<file path="config.mk">
export PLATFORM = sky130hd
export DESIGN_NAME = imtb_controller
export DESIGN_NICKNAME = d
export VERILOG_FILES = /design/src/rtl/core/imtb_pkg.sv /design/src/rtl/core/imtb_controller.sv
export VERILOG_INCLUDE_DIRS = /design/src /design/src/rtl/core
export SDC_FILE = /design/constraint.sdc
export NUM_CORES = 1
export LEC_CHECK = 0
export BUFFER_PORTS_ARGS = -buffer_cell sky130_fd_sc_hd__buf_2
export CAP_MARGIN = 15
export CORE_UTILIZATION = 43
export CTS_CLUSTER_DIAMETER = 120
export DETAILED_ROUTE_END_ITERATION = 8
export GPL_TIMING_DRIVEN = 0
export MAX_ROUTING_LAYER = met4
export SKIP_CTS_REPAIR_TIMING = 1
export SYNTH_ARGS = -nofsm -noshare
export SYNTH_HDL_FRONTEND = slang
export SYNTH_SLANG_ARGS = --single-unit
</file>
<file path="constraint.sdc">
create_clock -name clock -period 5.3 [get_ports clock]
set_clock_uncertainty 0.15 [all_clocks]
set_input_delay 0.265 -clock clock [delete_from_list [all_inputs] [get_ports clock]]
set_output_delay 0.265 -clock clock [all_outputs]
set_load 0.03 [all_outputs]
</file>
<file path="src/rtl/core/iterative_mean_threshold_binarizer_assert.svh">
// Assertion macros for the iterative mean threshold binarizer
`ifndef ITERATIVE_MEAN_THRESHOLD_BINARIZER_ASSERT_SVH
`define ITERATIVE_MEAN_THRESHOLD_BINARIZER_ASSERT_SVH
// implication checked on every clock edge outside reset
`define IMTB_ASSERT_IMP(label, clk, rst, ante, cons, msg) \
   label: assert property (@(posedge clk) disable iff (rst) (ante) |-> (cons)) else $error(msg);
// implication with the consequent checked in the next cycle
`define IMTB_ASSERT_NEXT(label, clk, rst, ante, cons, msg) \
   label: assert property (@(posedge clk) disable iff (rst) (ante) |=> (cons)) else $error(msg);
`endif

</file>
<file path="src/rtl/core/imtb_pkg.sv">
// Package: shared types and constants of the binarizer
`timescale 1ns / 1ps
package imtb_pkg;
   localparam int unsigned MaxPixels = 65536;
   localparam int CntW = 17;
   localparam int SumW = 25;
   localparam logic [7:0] ResetThreshold = 8'd127;
   localparam logic [7:0] ResetMaxIter = 8'd32;
   localparam logic [7:0] WhiteValue = 8'd255;

   typedef enum logic [0:0] {
      CSR_INIT_THRESHOLD = 1'b0,
      CSR_MAX_ITERATIONS = 1'b1
   } csr_index_type;

   typedef enum logic [1:0] {
      ST_CONVERGED = 2'd0,
      ST_CAP       = 2'd1,
      ST_EMPTY     = 2'd2,
      ST_OVERFLOW  = 2'd3
   } status_type;

   typedef struct packed {
      logic clear_acc;
      logic acc_step;
      logic div_start;
      logic load_init;
      logic update_t;
      logic clear_bin;
      logic commit;
   } dp_cmd_type;

   typedef struct packed {
      logic div_done;
      logic t_same;
   } dp_status_type;
endpackage

</file>
<file path="src/rtl/core/imtb_controller.sv">
// Controller: sequences the threshold search and histogram clear
`timescale 1ns / 1ps
module imtb_controller
   import imtb_pkg::*;
(
   input  logic          clock,
   input  logic          reset,
   input  logic          search_go,
   input  dp_status_type stat,
   output dp_cmd_type    cmd,
   output logic          busy,
   output logic          report
);
   `include "iterative_mean_threshold_binarizer_assert.svh"

   typedef enum logic [3:0] {
      S_WIPE, S_IDLE, S_PREP, S_SCAN, S_DRAIN, S_DIV, S_WAIT, S_DECIDE, S_CLEAR, S_FLUSH,
      S_REPORT
   } state_type;
   state_type state_ff, state_in;
   logic [8:0] cnt_ff, cnt_in;

   always_comb begin
      state_in = state_ff; cnt_in = cnt_ff; cmd = '0;
      case (state_ff)
         S_WIPE: begin
            cmd.clear_bin = 1'b1; cnt_in = cnt_ff + 9'd1;
            if (cnt_ff == 9'd255) begin
               cnt_in = '0; state_in = S_IDLE;
            end
         end
         S_IDLE: if (search_go) begin
            cmd.load_init = 1'b1; cmd.clear_acc = 1'b1; cnt_in = '0; state_in = S_PREP;
         end
         S_PREP: state_in = S_SCAN;
         S_SCAN: begin
            cmd.acc_step = 1'b1; cnt_in = cnt_ff + 9'd1;
            if (cnt_ff == 9'd255) state_in = S_DRAIN;
         end
         S_DRAIN: state_in = S_DIV;
         S_DIV: begin cmd.div_start = 1'b1; state_in = S_WAIT; end
         S_WAIT: if (stat.div_done) state_in = S_DECIDE;
         S_DECIDE: begin
            cmd.update_t = 1'b1;
            if (stat.t_same) begin
               cmd.clear_acc = 1'b1; cnt_in = '0; state_in = S_CLEAR;
            end else begin
               cmd.clear_acc = 1'b1; cnt_in = '0; state_in = S_SCAN;
            end
         end
         S_CLEAR: begin
            cmd.acc_step = 1'b1; cmd.clear_bin = 1'b1; cnt_in = cnt_ff + 9'd1;
            if (cnt_ff == 9'd255) state_in = S_FLUSH;
         end
         S_FLUSH: state_in = S_REPORT;
         S_REPORT: begin cmd.commit = 1'b1; state_in = S_IDLE; end
         default: state_in = S_IDLE;
      endcase
   end

   always_ff @(posedge clock) begin
      if (reset) begin
         state_ff <= S_WIPE; cnt_ff <= '0;
      end else begin
         state_ff <= state_in; cnt_ff <= cnt_in;
      end
   end

   assign busy = (state_ff != S_IDLE);
   assign report = (state_ff == S_REPORT);

   `IMTB_ASSERT_NEXT(a_go_busy, clock, reset, search_go && !busy, busy, "search did not start")
   `IMTB_ASSERT_IMP(a_rep_commit, clock, reset, report, cmd.commit, "report without commit")
   `IMTB_ASSERT_NEXT(a_rep_idle, clock, reset, report, !busy, "report not followed by idle")
endmodule
</file>
-- After elaboration in Yosys (flattened, before gate mapping)
Cells that the tools add are included.
- bits in registers: 13
- bits in latches: 0
- memory bits (writable): 0
- memory bits (read-only): 0
- output and inout port bits: 9
- memories kept: 0
- add/subtract/negate cells: 1
- $mul: 0
- divide/modulo/power cells: 0
- $lt $le $gt $ge: 0
- eq/ne operators: 17
- shift-type cells: 0
- muxes and demuxes: 18
- bitwise gates (word level): 0
- reductions and logical operators: 6
- operator list (operator ; number):
    $pmux W4 S10 ; 1
    $pmux W9 S4 ; 1
    $mux W4 ; 6
    $mux W9 ; 2
    $eq A4 B3 Y1 const B ; 4
    $eq A4 B4 Y1 const B ; 3
    $ne A2 B2 Y1 const B ; 5
    $add A9 B1 Y9 const B ; 1
    $eq A9 B8 Y1 const B ; 1
    $eq A4 B2 Y1 const B ; 2
    $mux W1 ; 7
    $reduce_and A5 Y1 ; 1
    $eq A4 B1 Y1 const B ; 1
    $logic_not A4 Y1 ; 1
    $ne A4 B1 Y1 const B ; 1
    $reduce_bool A4 Y1 ; 1
    $reduce_or A2 Y1 ; 2
    $pmux W1 S2 ; 1
    $reduce_and A2 Y1 ; 1

-- Logic depth before layout (Yosys ltp)
- depth in word-level cells: 4
- gate-level depth with buffers: 8

-- Least setup slack after synthesis
OpenSTA, ideal clock, no wires.
- kind: register -> output
- from: reg state_ff[1]
- to: out cmd[0] (netlist bit)
- arrival: 1.855 ns
- setup slack: 3.030 ns
- stages on the path, launching flop included: 6
- cell sequence: dfxtp_1 -> buf_2 -> buf_1 -> nand2_1 -> nor3_1 -> buf_4
- RTL lines (element ; line ; text):
    start, declared ; imtb_controller.sv:20 ; state_type state_ff, state_in;
    start signal, assigned ; imtb_controller.sv:65 ; state_ff <= state_in; cnt_ff <= cnt_in;
    end, declared ; imtb_controller.sv:10 ; output dp_cmd_type cmd,

-- Worst setup path in the final report
- from: reg cnt_ff[2]
- to: reg state_ff[0]
- longest elaborated chain between the ends: 3
- RTL lines (element ; line ; text):
    start, declared ; imtb_controller.sv:21 ; logic [8:0] cnt_ff, cnt_in;
    start signal, assigned ; imtb_controller.sv:65 ;
    $eq A9 B8 Y1 (*) ; imtb_controller.sv:28, imtb_controller.sv:38, imtb_controller.sv:53 ;
    $ne A2 B2 Y1 (no source line) ; -- ;
    $reduce_and A5 Y1 (no source line) (*) ; -- ;
Every way passes the cells marked *; elsewhere a longest branch is shown, timed or not.
A chain may end at the register's enable or synchronous reset.

==> metrics.txt <==
synthesized flop and latch total 13; row cnt 16; CP Capture Type flop; CTS tree built; Setup TNS Final 0 ns; cell accounting for the most synthesized area dfxtp_1; initial antenna violation count 0; final core occ 53.37%; root buf cell clkbuf_4; Total Wirelength 2077 um; PortBufs 12; Clock Latency Late Sink 0.27 ns; status completed; Fin. Hold Viols 0; initial drt markers 21; Synth Instances 121; worst vdd ir 0.1633 mV; drt drc 0; non-filler instance count after layout 164; largest net degree at the start of global routing 11; final antenna-violating net count 0; commonest cells after routing, fill and taps aside buf_2 (16), nor2_1 (15), dfxtp_1 (13), nand2_1 (9), a21oi_1 (9); share of layout cells above drive strength 1 18.25%; worst r2r path cells 8; vias in the first global route 813; clk slew on worst S/H paths 0.08 ns; Cells after DPL 160; initial core utilization 47.49%; NumNets Final 147; Slew HR 65.49%; sequential element share of the synthesized area 26.84%; P per Cell Area 160.2 nW/um^2; Die H 49.49 um; syn avg cell area 8.014 um^2; Main synth FF type dfxtp_1; max-slew violations 0; final setup vio count 0; area growth from synthesis to layout 12.39%; R2R setup slack 2.93 ns; CTS sink count 13; RSZ-0062 raised after global routing false; Tmin final 2.365 ns; global-route wire length before repair 3719 um; CTS H-tree lvls 1; WHS Path Cells 3; worst min path class in -> reg; fin crit share 44.63%; maximum root-to-sink buffer count 2; Placer Congestion 0.7804; WP data arrival 2.38 ns; synth unique cells 42; Total Power 174.6 uW; Ant. Diodes 0; routed vias 900; CP Data Required Time 5.31 ns; Mapped Nets 130; hold_ws 0.1250 ns; most common cell after layout, fill and taps aside buf_2; core area 2042 um^2; max-cap viol count 0; Die Wd 49.49 um; dpl hpwl 1592 um; Max FO, Critical Path 5; synthesized area 969.7 um^2; total CTS buffers 3; crit path launch type flop; Initial DRT Pass Iterations 4; static leakage 0.4418 nW; gr usage total 19.93%; Die Area 2449 um^2; Slew @ Worst Pin 0.5177 ns; Via density 5.488; FFs w/ async S/R, synth 0%; synthesis warning total 0; number of synthesized flops with an enable pin 0; top cells by area, synth dfxtp_1 (27%), nor2_1 (5.8%), ha_1 (5.2%), a21oi_1 (4.6%), xor2_1 (4.5%); f_max 0.4227 GHz; Synth top area share 26.84%; Setup CP Type reg -> reg; io pins 14; GR Overflow Total 0; WL/cell 12.66 um
-- stage by stage --
step | setup slack (ns) | cell area [um^2]
5_1_grt | 2.673 | 1090
3_5_place_dp | 2.958 | 1064
3_3_place_gp | 2.944 | 1064
2_1_floorplan | 3.030 | 969.7
6_report | 2.935 | 1090
4_1_cts | 2.919 | 1090
-- power breakdown --
| group | leakage, nW | total, mW | internal [mW] | switching, mW |
|---|---|---|---|---|
| Clock | 0.0150 | 0.0612 | 0.0291 | 0.0321 |
| Combinational | 0.321 | 0.0115 | 0.00480 | 0.00672 |
| Sequential | 0.105 | 0.102 | 0.0997 | 0.00220 |
-- final timing paths --
kind                                 from          end
worst min register to register  cnt_ff[7]    cnt_ff[7]
worst max register to register  cnt_ff[2]  state_ff[0]
worst min-delay path              stat[0]  state_ff[3]
worst max-delay path            cnt_ff[2]  state_ff[0]
-- kinds of logic after synthesis --
group,Yosys count,synth area share (%)
multiplexers,2,2.065
buffers and inverters,14,7.097
AND/OR/NAND/NOR,53,32.39
flip-flops,13,26.84
AO/OA/AOI/OAI,28,20.13
XOR/XNOR,7,6.323
adder cells (fa/ha/maj),4,5.161
-- final cells by class --
type,count,area [um^2]
multi-input cells,94,640.6
fillers,210,952.2
inverters,4,15.01
well taps,27,33.78
plain buffers,10,53.80
repair buffers,12,60.06
flip-flops and latches,13,260.3
clock buffers,4,26.28
-- worst max-delay path, stage by stage (launching register included) --
cell and delay, ns:
dfxtp_1 0.40, and4_1 0.23, nand2_1 0.12, nor2_1 0.21, ha_1 0.25, a21oi_1 0.08, o41ai_1 0.41, nand2_1 0.13
o31a_1 0.29
-- cell usage after synthesis, drive strengths merged, types with 2 or more instances --
| library cell | instances |
|---|---|
| o31ai | 3 |
| mux2i | 2 |
| or3 | 2 |
| a21o | 2 |
| or4 | 2 |
| dfxtp | 13 |
| clkbuf | 2 |
| ha | 4 |
| inv | 4 |
| and3 | 3 |
| nor2 | 15 |
| xnor2 | 2 |
| o22ai | 2 |
| a21oi | 9 |
| nor2b | 3 |
| a211oi | 2 |
| xor2 | 5 |
| nand2b | 2 |
| and2 | 2 |
| nand2 | 9 |
| nor3b | 5 |
| buf | 8 |
| nor3 | 4 |
| o311ai | 3 |
-- state kept, by name (all words and copies together), names as in the netlist --
name and flops:
state_ff 4, cnt_ff 9
-- per-layer routing --
layer,vias up,GRT usage (%),wire length (um)
li1,469,-,-
met1,413,27.02,1045
met2,16,30.82,961
met3,2,5.556,62
met4,0,1.429,8
met5,-,-,0
Note: power is estimated with default switching activity, not from simulation.
